--- src/hw/rtl/mrbv_pkg.sv ---
`timescale 1ns / 1ps
// Shared types, constants and helpers for the multi-read bit vote fusion block.
// No dependencies; used by mrbv_vote, mrbv_div and the top level.

package mrbv_pkg;

  localparam int unsigned MAX_REVS        = 8;
  localparam int unsigned MAX_TRACK_BYTES = 32768;

  localparam int unsigned ByteW   = 8;
  localparam int unsigned ScoreW  = 7;
  localparam int unsigned CountW  = 19;
  localparam int unsigned RevCntW = 4;
  localparam int unsigned ScoresW = 56;
  localparam int unsigned LaneW   = 3;
  localparam int unsigned WSumW   = 10;  // up to 8 x 100
  localparam int unsigned ConfW   = 7;

  // shared divider geometry: quotient is known to stay below 2**DivQuoW
  localparam int unsigned DivNumW = 31;
  localparam int unsigned DivDenW = 24;
  localparam int unsigned DivQuoW = 7;
  localparam int unsigned DivStpW = 3;

  localparam logic [ScoreW-1:0] ScoreMax  = 7'd100;
  localparam logic [CountW-1:0] CountSat  = '1;

  // configuration register indexes
  localparam logic [1:0] CfgMode     = 2'd0;
  localparam logic [1:0] CfgRevCount = 2'd1;
  localparam logic [1:0] CfgScores   = 2'd2;

  typedef enum logic [1:0] {
    ModeMajority = 2'd0,
    ModeBestRev  = 2'd1,
    ModeWeighted = 2'd2,
    ModeHighConf = 2'd3
  } mode_e;

  typedef enum logic [3:0] {
    StIdle,
    StScan,
    StBits,
    StMeanGo,
    StMeanWait,
    StPrep,
    StMul,
    StConfGo,
    StConfWait,
    StDone
  } state_e;

  typedef struct packed {
    logic bit_val;
    logic count_en;
    logic agreed;
    logic low_agree;
  } vote_t;

  typedef struct packed {
    logic busy;
    logic done;
  } div_stat_t;

  // 7-bit score of revolution idx, clamped to 100
  function automatic logic [ScoreW-1:0] score_of(input logic [ScoresW-1:0] scores,
                                                 input logic [LaneW-1:0]   idx);
    logic [ScoreW-1:0] raw;
    raw = scores[idx*ScoreW +: ScoreW];
    return (raw > ScoreMax) ? ScoreMax : raw;
  endfunction

  // revolution count clamped into 1..MAX_REVS
  function automatic logic [RevCntW-1:0] clamp_revs(input logic [RevCntW-1:0] cnt);
    logic [RevCntW-1:0] res;
    res = cnt;
    if (cnt == '0) res = RevCntW'(1);
    else if (cnt > RevCntW'(MAX_REVS)) res = RevCntW'(MAX_REVS);
    return res;
  endfunction

endpackage

--- src/hw/rtl/multi_read_bit_vote_fusion.sv ---
`timescale 1ns / 1ps
// Top level of the multi-read bit vote fusion block: sequencer, lane scan, counters.
// Depends on mrbv_pkg, mrbv_vote and mrbv_div.
//
//  channel | direction | handshake             | payload
//  --------+-----------+-----------------------+----------------------------------------
//  in      | input     | in_valid_i/in_ready_o | rev_byte_0..7, present_mask, final_byte
//  out     | output    | out_valid_o/out_ready_i | fused data, counts, confidence, done
//  cfg     | input     | cfg_valid_i/cfg_ready_o | cfg_index_i, cfg_data_i
//
// Per byte: accept, scan the lanes of the clamped revolution count, run the bit steps in
// majority and weighted modes, then load the output register.
// A final byte adds a divider pass for the mean (start, quotient bits, done), and, once
// any bit was voted without full agreement, the ratio steps (prep, mul) plus a second pass.
// in_ready_o is high only while idle; the load waits while the previous result is unaccepted.
// Reset clears the sequencer and the counters and sets the config registers to defaults; cfg is always ready.

module multi_read_bit_vote_fusion (
  input  logic                              clk_i,
  input  logic                              rst_ni,

  input  logic                              in_valid_i,
  output logic                              in_ready_o,
  input  logic [mrbv_pkg::ByteW-1:0]        rev_byte_0_i,
  input  logic [mrbv_pkg::ByteW-1:0]        rev_byte_1_i,
  input  logic [mrbv_pkg::ByteW-1:0]        rev_byte_2_i,
  input  logic [mrbv_pkg::ByteW-1:0]        rev_byte_3_i,
  input  logic [mrbv_pkg::ByteW-1:0]        rev_byte_4_i,
  input  logic [mrbv_pkg::ByteW-1:0]        rev_byte_5_i,
  input  logic [mrbv_pkg::ByteW-1:0]        rev_byte_6_i,
  input  logic [mrbv_pkg::ByteW-1:0]        rev_byte_7_i,
  input  logic [mrbv_pkg::ByteW-1:0]        present_mask_i,
  input  logic                              final_byte_i,

  output logic                              out_valid_o,
  input  logic                              out_ready_i,
  output logic [mrbv_pkg::ByteW-1:0]        fused_data_o,
  output logic [mrbv_pkg::CountW-1:0]       agreed_bits_o,
  output logic [mrbv_pkg::CountW-1:0]       voted_bits_o,
  output logic [mrbv_pkg::CountW-1:0]       weak_bits_o,
  output logic [mrbv_pkg::ConfW-1:0]        overall_confidence_o,
  output logic                              track_done_o,

  input  logic                              cfg_valid_i,
  output logic                              cfg_ready_o,
  input  logic [1:0]                        cfg_index_i,
  input  logic [mrbv_pkg::ScoresW-1:0]      cfg_data_i
);

  localparam int unsigned NB = mrbv_pkg::ByteW;
  localparam int unsigned NR = mrbv_pkg::MAX_REVS;

  // config registers
  mrbv_pkg::mode_e                   mode_q;
  logic [mrbv_pkg::RevCntW-1:0]      revcnt_q;
  logic [mrbv_pkg::ScoresW-1:0]      scores_q;

  // sequencer
  mrbv_pkg::state_e                  state_q, state_d;
  logic [mrbv_pkg::LaneW-1:0]        lane_q;
  logic [2:0]                        bit_q;

  // latched item
  logic [NB-1:0]                     bytes_q [NR];
  logic [NB-1:0]                     present_q;
  logic                              fin_q;

  // lane-scan accumulators
  logic [3:0]                        valid_q;
  logic [3:0]                        ones_q  [NB];
  logic [mrbv_pkg::WSumW-1:0]        wones_q [NB];
  logic [mrbv_pkg::WSumW-1:0]        wtotal_q;
  logic [mrbv_pkg::WSumW-1:0]        sum_q;
  logic [mrbv_pkg::ScoreW-1:0]       best1_sc_q, best3_sc_q;
  logic [NB-1:0]                     best1_byte_q, best3_byte_q;
  logic                              best1_pres_q;
  logic [NB-1:0]                     fused_q;

  // running counts
  logic [mrbv_pkg::CountW-1:0]       agreed_q, voted_q, weak_q;

  // confidence path
  logic [mrbv_pkg::ConfW-1:0]        mean_q, conf_q;
  logic [mrbv_pkg::DivDenW-1:0]      factor_q, den_q;
  logic [mrbv_pkg::DivNumW-1:0]      num_q;

  // output register
  logic                              out_valid_q;
  logic [NB-1:0]                     out_fused_q;
  logic [mrbv_pkg::CountW-1:0]       out_agreed_q, out_voted_q, out_weak_q;
  logic [mrbv_pkg::ConfW-1:0]        out_conf_q;
  logic                              out_done_q;

  // control
  logic                              in_xfer, out_load, div_start;
  logic [mrbv_pkg::RevCntW-1:0]      n_revs;
  logic [mrbv_pkg::LaneW-1:0]        last_lane;
  logic [mrbv_pkg::ScoreW-1:0]       lane_sc;
  logic [NB-1:0]                     lane_byte;
  logic                              lane_pres;
  logic                              bitwise_mode;
  logic [mrbv_pkg::DivNumW-1:0]      div_num;
  logic [mrbv_pkg::DivDenW-1:0]      div_den;
  logic [mrbv_pkg::DivQuoW-1:0]      div_quo;
  mrbv_pkg::div_stat_t               div_stat;
  mrbv_pkg::vote_t                   vote;
  logic [NB-1:0]                     fused_sel;

  assign n_revs       = mrbv_pkg::clamp_revs(revcnt_q);
  assign last_lane    = mrbv_pkg::LaneW'(n_revs - 1'b1);
  assign lane_sc      = mrbv_pkg::score_of(scores_q, lane_q);
  assign lane_byte    = bytes_q[lane_q];
  assign lane_pres    = present_q[lane_q];
  assign bitwise_mode = (mode_q == mrbv_pkg::ModeMajority) ||
                        (mode_q == mrbv_pkg::ModeWeighted);
  assign in_xfer      = in_valid_i && in_ready_o;
  assign cfg_ready_o  = 1'b1;

  // ---------------------------------------------------------------- config port
  always_ff @(posedge clk_i or negedge rst_ni) begin
    if (!rst_ni) begin
      mode_q   <= mrbv_pkg::ModeMajority;
      revcnt_q <= mrbv_pkg::RevCntW'(2);
      scores_q <= '0;
    end else if (cfg_valid_i) begin
      unique case (cfg_index_i)
        mrbv_pkg::CfgMode:     mode_q   <= mrbv_pkg::mode_e'(cfg_data_i[1:0]);
        mrbv_pkg::CfgRevCount: revcnt_q <= cfg_data_i[mrbv_pkg::RevCntW-1:0];
        mrbv_pkg::CfgScores:   scores_q <= cfg_data_i;
        default: ;
      endcase
    end
  end

  // ---------------------------------------------------------------- sequencer
  always_ff @(posedge clk_i or negedge rst_ni) begin
    if (!rst_ni) state_q <= mrbv_pkg::StIdle;
    else         state_q <= state_d;
  end

  always_comb begin
    state_d    = state_q;
    in_ready_o = 1'b0;
    div_start  = 1'b0;
    out_load   = 1'b0;
    div_num    = mrbv_pkg::DivNumW'(sum_q);
    div_den    = mrbv_pkg::DivDenW'(n_revs);
    unique case (state_q)
      mrbv_pkg::StIdle: begin
        in_ready_o = 1'b1;
        if (in_valid_i) state_d = mrbv_pkg::StScan;
      end
      mrbv_pkg::StScan: begin
        if (lane_q == last_lane) begin
          if (bitwise_mode)  state_d = mrbv_pkg::StBits;
          else if (fin_q)    state_d = mrbv_pkg::StMeanGo;
          else               state_d = mrbv_pkg::StDone;
        end
      end
      mrbv_pkg::StBits: begin
        if (bit_q == 3'd7) state_d = fin_q ? mrbv_pkg::StMeanGo : mrbv_pkg::StDone;
      end
      mrbv_pkg::StMeanGo: begin
        div_start = 1'b1;
        state_d   = mrbv_pkg::StMeanWait;
      end
      mrbv_pkg::StMeanWait: begin
        if (div_stat.done) state_d = (voted_q != '0) ? mrbv_pkg::StPrep : mrbv_pkg::StDone;
      end
      mrbv_pkg::StPrep: state_d = mrbv_pkg::StMul;
      mrbv_pkg::StMul:  state_d = mrbv_pkg::StConfGo;
      mrbv_pkg::StConfGo: begin
        div_start = 1'b1;
        div_num   = num_q;
        div_den   = den_q;
        state_d   = mrbv_pkg::StConfWait;
      end
      mrbv_pkg::StConfWait: begin
        if (div_stat.done) state_d = mrbv_pkg::StDone;
      end
      mrbv_pkg::StDone: begin
        if (!out_valid_q || out_ready_i) begin
          out_load = 1'b1;
          state_d  = mrbv_pkg::StIdle;
        end
      end
      default: state_d = mrbv_pkg::StIdle;
    endcase
  end

  // ---------------------------------------------------------------- shared units
  mrbv_vote u_vote (
    .mode_i   (mode_q),
    .valid_i  (valid_q),
    .ones_i   (ones_q[bit_q]),
    .wtotal_i (wtotal_q),
    .wones_i  (wones_q[bit_q]),
    .vote_o   (vote)
  );

  mrbv_div u_div (
    .clk_i      (clk_i),
    .rst_ni     (rst_ni),
    .start_i    (div_start),
    .dividend_i (div_num),
    .divisor_i  (div_den),
    .quotient_o (div_quo),
    .stat_o     (div_stat)
  );

  // ---------------------------------------------------------------- datapath
  always_ff @(posedge clk_i) begin
    if (in_xfer) begin
      bytes_q[0]   <= rev_byte_0_i;
      bytes_q[1]   <= rev_byte_1_i;
      bytes_q[2]   <= rev_byte_2_i;
      bytes_q[3]   <= rev_byte_3_i;
      bytes_q[4]   <= rev_byte_4_i;
      bytes_q[5]   <= rev_byte_5_i;
      bytes_q[6]   <= rev_byte_6_i;
      bytes_q[7]   <= rev_byte_7_i;
      present_q    <= present_mask_i;
      fin_q        <= final_byte_i;
      lane_q       <= '0;
      bit_q        <= '0;
      valid_q      <= '0;
      wtotal_q     <= '0;
      sum_q        <= '0;
      for (int b = 0; b < NB; b++) begin
        ones_q[b]  <= '0;
        wones_q[b] <= '0;
      end
      // best revolution starts at revolution 0 with score 0
      best1_sc_q   <= '0;
      best1_byte_q <= rev_byte_0_i;
      best1_pres_q <= present_mask_i[0];
      best3_sc_q   <= '0;
      best3_byte_q <= '0;
      conf_q       <= '0;
    end

    if (state_q == mrbv_pkg::StScan) begin
      lane_q <= lane_q + 1'b1;
      sum_q  <= sum_q + mrbv_pkg::WSumW'(lane_sc);
      if (lane_sc > best1_sc_q) begin
        best1_sc_q   <= lane_sc;
        best1_byte_q <= lane_byte;
        best1_pres_q <= lane_pres;
      end
      if (lane_pres) begin
        valid_q  <= valid_q + 1'b1;
        wtotal_q <= wtotal_q + mrbv_pkg::WSumW'(lane_sc);
        for (int b = 0; b < NB; b++) begin
          ones_q[b]  <= ones_q[b] + 4'(lane_byte[b]);
          wones_q[b] <= wones_q[b] + (lane_byte[b] ? mrbv_pkg::WSumW'(lane_sc) : '0);
        end
        if (lane_sc > best3_sc_q) begin
          best3_sc_q   <= lane_sc;
          best3_byte_q <= lane_byte;
        end
      end
    end

    // fused bits shift in LSB first
    if (state_q == mrbv_pkg::StBits) begin
      bit_q   <= bit_q + 1'b1;
      fused_q <= {vote.bit_val, fused_q[NB-1:1]};
    end

    if (state_q == mrbv_pkg::StMeanWait && div_stat.done) begin
      mean_q <= div_quo;
      if (voted_q == '0) conf_q <= div_quo;
    end
    if (state_q == mrbv_pkg::StPrep) begin
      factor_q <= mrbv_pkg::DivDenW'(agreed_q) * mrbv_pkg::DivDenW'(10) +
                  mrbv_pkg::DivDenW'(voted_q)  * mrbv_pkg::DivDenW'(7);
      den_q    <= (mrbv_pkg::DivDenW'(agreed_q) + mrbv_pkg::DivDenW'(voted_q)) *
                  mrbv_pkg::DivDenW'(10);
    end
    if (state_q == mrbv_pkg::StMul) begin
      num_q <= mrbv_pkg::DivNumW'(mean_q) * mrbv_pkg::DivNumW'(factor_q);
    end
    if (state_q == mrbv_pkg::StConfWait && div_stat.done) conf_q <= div_quo;
  end

  // running counts, saturating; cleared once the final byte's result is loaded
  always_ff @(posedge clk_i or negedge rst_ni) begin
    if (!rst_ni) begin
      agreed_q <= '0;
      voted_q  <= '0;
      weak_q   <= '0;
    end else if (out_load && fin_q) begin
      agreed_q <= '0;
      voted_q  <= '0;
      weak_q   <= '0;
    end else if (state_q == mrbv_pkg::StBits && vote.count_en) begin
      if (vote.agreed) begin
        if (agreed_q != mrbv_pkg::CountSat) agreed_q <= agreed_q + 1'b1;
      end else begin
        if (voted_q != mrbv_pkg::CountSat) voted_q <= voted_q + 1'b1;
      end
      if (vote.low_agree && weak_q != mrbv_pkg::CountSat) weak_q <= weak_q + 1'b1;
    end
  end

  // ---------------------------------------------------------------- output register
  always_comb begin
    case (mode_q)
      mrbv_pkg::ModeBestRev:  fused_sel = best1_pres_q ? best1_byte_q : '0;
      mrbv_pkg::ModeHighConf: fused_sel = best3_byte_q;
      default:                fused_sel = fused_q;
    endcase
  end

  always_ff @(posedge clk_i or negedge rst_ni) begin
    if (!rst_ni) begin
      out_valid_q <= 1'b0;
    end else if (out_load) begin
      out_valid_q <= 1'b1;
    end else if (out_ready_i) begin
      out_valid_q <= 1'b0;
    end
  end

  always_ff @(posedge clk_i) begin
    if (out_load) begin
      out_fused_q  <= fused_sel;
      out_agreed_q <= agreed_q;
      out_voted_q  <= voted_q;
      out_weak_q   <= weak_q;
      out_conf_q   <= conf_q;
      out_done_q   <= fin_q;
    end
  end

  assign out_valid_o          = out_valid_q;
  assign fused_data_o         = out_fused_q;
  assign agreed_bits_o        = out_agreed_q;
  assign voted_bits_o         = out_voted_q;
  assign weak_bits_o          = out_weak_q;
  assign overall_confidence_o = out_conf_q;
  assign track_done_o         = out_done_q;

  // ---------------------------------------------------------------- assertions
  a_conf_only_on_done: assert property (@(posedge clk_i) disable iff (!rst_ni)
    (out_valid_o && !track_done_o) |-> (overall_confidence_o == '0))
    else $error("confidence nonzero on a non-final result");

  a_conf_range: assert property (@(posedge clk_i) disable iff (!rst_ni)
    out_valid_o |-> (overall_confidence_o <= mrbv_pkg::ConfW'(100)))
    else $error("confidence above 100");

  a_counts_cleared: assert property (@(posedge clk_i) disable iff (!rst_ni)
    (out_load && fin_q) |=> (agreed_q == '0 && voted_q == '0 && weak_q == '0))
    else $error("counts not cleared after end of track");

  a_counts_majority_only: assert property (@(posedge clk_i) disable iff (!rst_ni)
    (state_q == mrbv_pkg::StBits && mode_q != mrbv_pkg::ModeMajority)
      |=> ($stable(agreed_q) && $stable(voted_q) && $stable(weak_q)))
    else $error("counts moved outside majority mode");

  a_div_done_expected: assert property (@(posedge clk_i) disable iff (!rst_ni)
    div_stat.done |-> (state_q == mrbv_pkg::StMeanWait ||
                       state_q == mrbv_pkg::StConfWait))
    else $error("divider finished while not awaited");

endmodule

--- src/hw/rtl/mrbv_vote.sv ---
`timescale 1ns / 1ps
// Per-bit decision unit: majority or score-weighted vote for one bit position.
// Depends on mrbv_pkg.

module mrbv_vote (
  input  mrbv_pkg::mode_e                 mode_i,
  input  logic [3:0]                      valid_i,
  input  logic [3:0]                      ones_i,
  input  logic [mrbv_pkg::WSumW-1:0]      wtotal_i,
  input  logic [mrbv_pkg::WSumW-1:0]      wones_i,
  output mrbv_pkg::vote_t                 vote_o
);

  logic       maj_bit;
  logic [3:0] agree;
  logic       w_bit;

  always_comb begin
    maj_bit = ones_i > (valid_i >> 1);
    agree   = maj_bit ? ones_i : (valid_i - ones_i);
    w_bit   = (wtotal_i != '0) && ({wones_i, 1'b0} > {1'b0, wtotal_i});

    case (mode_i)
      mrbv_pkg::ModeMajority: vote_o.bit_val = maj_bit;
      mrbv_pkg::ModeWeighted: vote_o.bit_val = w_bit;
      default:                vote_o.bit_val = 1'b0;
    endcase

    vote_o.count_en  = (mode_i == mrbv_pkg::ModeMajority) && (valid_i != '0);
    vote_o.agreed    = (agree == valid_i);
    // floor(100*agree/valid) < 70  <=>  10*agree < 7*valid
    vote_o.low_agree = (7'(agree) * 7'd10) < (7'(valid_i) * 7'd7);
  end

endmodule

--- src/hw/rtl/mrbv_div.sv ---
`timescale 1ns / 1ps
// Shared restoring divider, one quotient bit per cycle, quotient below 2**DivQuoW.
// Depends on mrbv_pkg.

module mrbv_div (
  input  logic                              clk_i,
  input  logic                              rst_ni,
  input  logic                              start_i,
  input  logic [mrbv_pkg::DivNumW-1:0]      dividend_i,
  input  logic [mrbv_pkg::DivDenW-1:0]      divisor_i,
  output logic [mrbv_pkg::DivQuoW-1:0]      quotient_o,
  output mrbv_pkg::div_stat_t               stat_o
);

  logic [mrbv_pkg::DivNumW-1:0] rem_q, rem_d;
  logic [mrbv_pkg::DivNumW-1:0] dsh_q, dsh_d;
  logic [mrbv_pkg::DivQuoW-1:0] quo_q, quo_d;
  logic [mrbv_pkg::DivStpW-1:0] step_q, step_d;
  logic                         busy_q, busy_d;
  logic                         done_q, done_d;
  logic                         ge;

  always_comb begin
    ge     = rem_q >= dsh_q;
    rem_d  = rem_q;
    dsh_d  = dsh_q;
    quo_d  = quo_q;
    step_d = step_q;
    busy_d = busy_q;
    done_d = 1'b0;
    if (start_i) begin
      rem_d  = dividend_i;
      dsh_d  = mrbv_pkg::DivNumW'(divisor_i) << (mrbv_pkg::DivQuoW - 1);
      quo_d  = '0;
      step_d = mrbv_pkg::DivStpW'(mrbv_pkg::DivQuoW - 1);
      busy_d = 1'b1;
    end else if (busy_q) begin
      rem_d = ge ? (rem_q - dsh_q) : rem_q;
      quo_d = {quo_q[mrbv_pkg::DivQuoW-2:0], ge};
      dsh_d = dsh_q >> 1;
      if (step_q == '0) begin
        busy_d = 1'b0;
        done_d = 1'b1;
      end else begin
        step_d = step_q - 1'b1;
      end
    end
  end

  always_ff @(posedge clk_i or negedge rst_ni) begin
    if (!rst_ni) begin
      busy_q <= 1'b0;
      done_q <= 1'b0;
    end else begin
      busy_q <= busy_d;
      done_q <= done_d;
    end
  end

  always_ff @(posedge clk_i) begin
    rem_q  <= rem_d;
    dsh_q  <= dsh_d;
    quo_q  <= quo_d;
    step_q <= step_d;
  end

  assign quotient_o  = quo_q;
  assign stat_o.busy = busy_q;
  assign stat_o.done = done_q;

endmodule
--- config.mk ---
export PLATFORM = sky130hd
export DESIGN_NAME = multi_read_bit_vote_fusion
export DESIGN_NICKNAME = d
export VERILOG_FILES = /design/src/hw/rtl/mrbv_pkg.sv /design/src/hw/rtl/multi_read_bit_vote_fusion.sv /design/src/hw/rtl/mrbv_vote.sv /design/src/hw/rtl/mrbv_div.sv
export SDC_FILE = /design/constraint.sdc
export NUM_CORES = 2
export LEC_CHECK = 0
export ABC_AREA = 0
export BUFFER_PORTS_ARGS = -buffer_cell sky130_fd_sc_hd__buf_2
export CAP_MARGIN = 15
export CORE_MARGIN = 10
export CORE_UTILIZATION = 40
export CTS_BUF_LIST = sky130_fd_sc_hd__clkbuf_4 sky130_fd_sc_hd__clkbuf_8
export DETAILED_ROUTE_END_ITERATION = 10
export MAX_ROUTING_LAYER = met4
export PLACE_DENSITY_LB_ADDON = 0.3
export SLEW_MARGIN = 5
export SYNTH_ARGS = -nofsm -noshare
export SYNTH_HDL_FRONTEND = slang
export SYNTH_SLANG_ARGS = --single-unit
--- constraint.sdc ---
create_clock -name clk_i -period 6 [get_ports clk_i]
set_clock_uncertainty 0.1 [all_clocks]
set_input_delay 1.2 -clock clk_i [delete_from_list [all_inputs] [get_ports clk_i]]
set_output_delay 1.2 -clock clk_i [all_outputs]
set_load 0.02 [all_outputs]
==> results_dict.tcl <==
set metrics [dict create \
    status "complete, no violations" \
    place_hpwl_microns 76600 \
    grt_usage_pct 18.0 \
    startpoint_type "register" \
    hold_violations 0 \
    clk_latency_ps 770 \
    regToRegSetupSlack_ps 380 \
    synthXorXnorAreaFrac_pct 4.50 \
    ant_nets 0 \
    cp.required_ps 6380 \
    synth_edf_count 422 \
    synth.top_cells.by_count "422 x edfxtp_1, 357 x ha_1, 332 x inv_1, 284 x nor2_1, 233 x nand2_1" \
    grt_pass1_vias 29300 \
    syn_to_final_growth_pct 12.4 \
    numCtsBuffers 106 \
    yosys.area.top_type_share_pct 30.8 \
    path_buf_inv 1 \
    synth_seq_area_share_pct 42.1 \
    max_freq_ghz 0.178 \
    die_x_microns 340 \
    drtPass1Iterations 5 \
    rows 117 \
    slew_violations 0 \
    antenna_found_initial 7 \
    yosysTopAreaCell "edfxtp_1" \
    initial_utilization_pct 40.3 \
    via_per_inst 5.26 \
    synth_area_leaders "edfxtp_1 31%, ha_1 11%, fa_1 8.0%" \
    io_pins 212 \
    grt_pass1_wl_microns 164000 \
    slowest_delay_ps 600 \
    mappedNetlistArea_sq_um 41100 \
    synth_cell_types 87 \
    crit_chain "inv_1 > fa_1 > nor2b_1 > o21a_1 > o21ai_0 > a21boi_1 > a41oi_1 > nand2b_1 > xor2_1 > ha_1 > ha_1 > or3_1 > a2111oi_1 > or3_1 > a41oi_1 > o21a_1 > o21a_1 > o21ai_0 > a21boi_0 > xor2_1" \
    die_y_microns 340 \
    core_area_sq_um 102000 \
    dp_cells 5257 \
    syn_nets 4402 \
    async_flop_share_pct 20.3 \
    worst_slew_pin_slew_ps 996 \
    drive_gt1_share_pct 15.3 \
    synth_fa_ha_area_share_pct 18.9 \
    worstSetupStartpoint "voted_q[1]" \
    wl_per_cell_microns 18.9 \
    crit_cells 20 \
    layoutNonFillerInstCount 5459 \
    slowest_stage "dfrtp_1" \
    synth_top_flop_cell "edfxtp_1" \
    grt-ovfl-total 0 \
    hp-class "register to register" \
    synth_top_family_by_area "adder cells" \
    synth-seq-cells 622 \
    drc 0 \
    drt_wl_total_microns 103000 \
    critPathKind "register to register" \
    fin_setup_tns_ps 0 \
    htree_levels 3 \
    endpoint "den_q[22]" \
    drt_iter0_drc 1807 \
    synthCells 3744 \
    vias 28700 \
    r2r_start "voted_q[1]" \
    fin_crit_ps 5620 \
    place_congestion 0.866 \
    port_buffers 210 \
    grt_max_degree 85 \
    yosys.area_share.simple_pct 12.7 \
    maxCapViolCount 0 \
    min_from "conf_q[0]" \
    cts_tree "built" \
    path_clk_slew_ps 80 \
    synth-compound-area-share_pct 10.5 \
    reg2reg_to "den_q[22]" \
    path_max_fanout 8 \
    cts-root-buf "clkbuf_8" \
    critical_path.most_common_cell "o21a_1" \
    yosysMostFrequentCell "edfxtp_1" \
    cts_max_path_buffers 3 \
    r2r_cells 20 \
    cp-end-kind "register" \
    slew_headroom_pct 33.6 \
    setup_viol 0 \
    period_share_pct 93.6 \
    yosys_warnings 0 \
    die_area_sq_um 116000 \
    rsz0062_at_grt "no" \
    cts.sinks 622 \
    cp.arrival_ps 6000 \
    crit_family "compound AO/OA/AOI/OAI gates" \
    finalNetCount 4655 \
    syn_avg_cell_area_sq_um 11.0 \
    synth_mux_area_share_pct 6.95 \
]
==> flip-flops by register name, indices dropped and copies added, names as in the netlist, 8 cells and up, named ones only <==
register,count
agreed_bits_o,19
agreed_q,19
best1_byte_q,8
best3_byte_q,8
bytes_q,64
den_q,23
factor_q,24
fused_data_o,8
fused_q,8
num_q,31
ones_q,32
present_q,8
scores_q,56
sum_q,10
u_div.dsh_q,30
u_div.rem_q,31
voted_bits_o,19
voted_q,19
weak_bits_o,19
weak_q,19
wones_q,80
wtotal_q,10
==> cells by family after synthesis <==
logic type	Yosys count
buf+inv	459
fa+ha+maj	522
mux	198
compound gates	676
other cells	1
flops	622
xor+xnor	211
simple gates	1055
==> repair_timing <==
item	in CTS	in global routing
setup endpoints to repair	0	3
buffers inserted	0	0
hold buffers	0	0
resized for setup	0	3
==> how the worst min path moves through the flow <==
stage	to	slack [ps]	cells after the start
2_1_floorplan	overall_confidence_o[0]	310	0
3_3_place_gp	overall_confidence_o[5]	310	0
3_5_place_dp	overall_confidence_o[0]	320	0
4_1_cts	voted_q[10]	330	1
5_1_grt	overall_confidence_o[0]	350	0
6_report	overall_confidence_o[0]	330	0
==> layout by cell type (no fill, tap or decap), drive strengths merged, types with 10 or more instances in the layout <==
cell / count
edfxtp: 422
ha: 357
inv: 338
nor2: 285
buf: 269
nand2: 233
a21oi: 179
o21ai: 172
fa: 165
clkbuf: 157
xnor2: 156
and2: 129
dfrtp: 125
nand3: 93
a21o: 87
mux2: 78
dfxtp: 74
nor2b: 66
mux2i: 60
mux4: 60
xor2: 55
nor3: 55
nand2b: 51
and3: 43
o21bai: 38
o21a: 33
clkinv: 33
or3: 28
a211oi: 26
nand4: 25
nor4: 24
o211ai: 22
o41ai: 13
o31ai: 11
o311ai: 10
a221oi: 10
==> through the flow <==
stage               worst slack [ps]  hold slack (ps)  util [%]  area, sq um
global placement                 243              313      43.0        43800
finish                           385              333      45.3        46200
CTS                              163              328      45.3        46100
detailed placement               224              317      43.0        43800
global route                    23.3              352      45.3        46200
floorplan                        627              308         -        41100
==> per-layer routing <==
metal  global-route usage, %  part of all wire (%)  vias up
li1                        -                     -    13800
met5                       -                     0        -
met3                    2.80                   5.0      159
met2                    27.4                    45      651
met4                    4.97                   2.3        0
met1                    24.9                    48    14100
==> layout make-up <==
type,count,area [sq um]
multi-input combinational,2663,22100
clock buffer,157,1920
tap,1368,1710
fill,9556,55700
timing repair buffer,269,1510
sequential,622,17300
inverter,335,1260
clock inverter,40,380
antenna,5,12.5
Power is not shown: default switching activity piles up to over one toggle a cycle in this logic, so the estimate is an artifact.
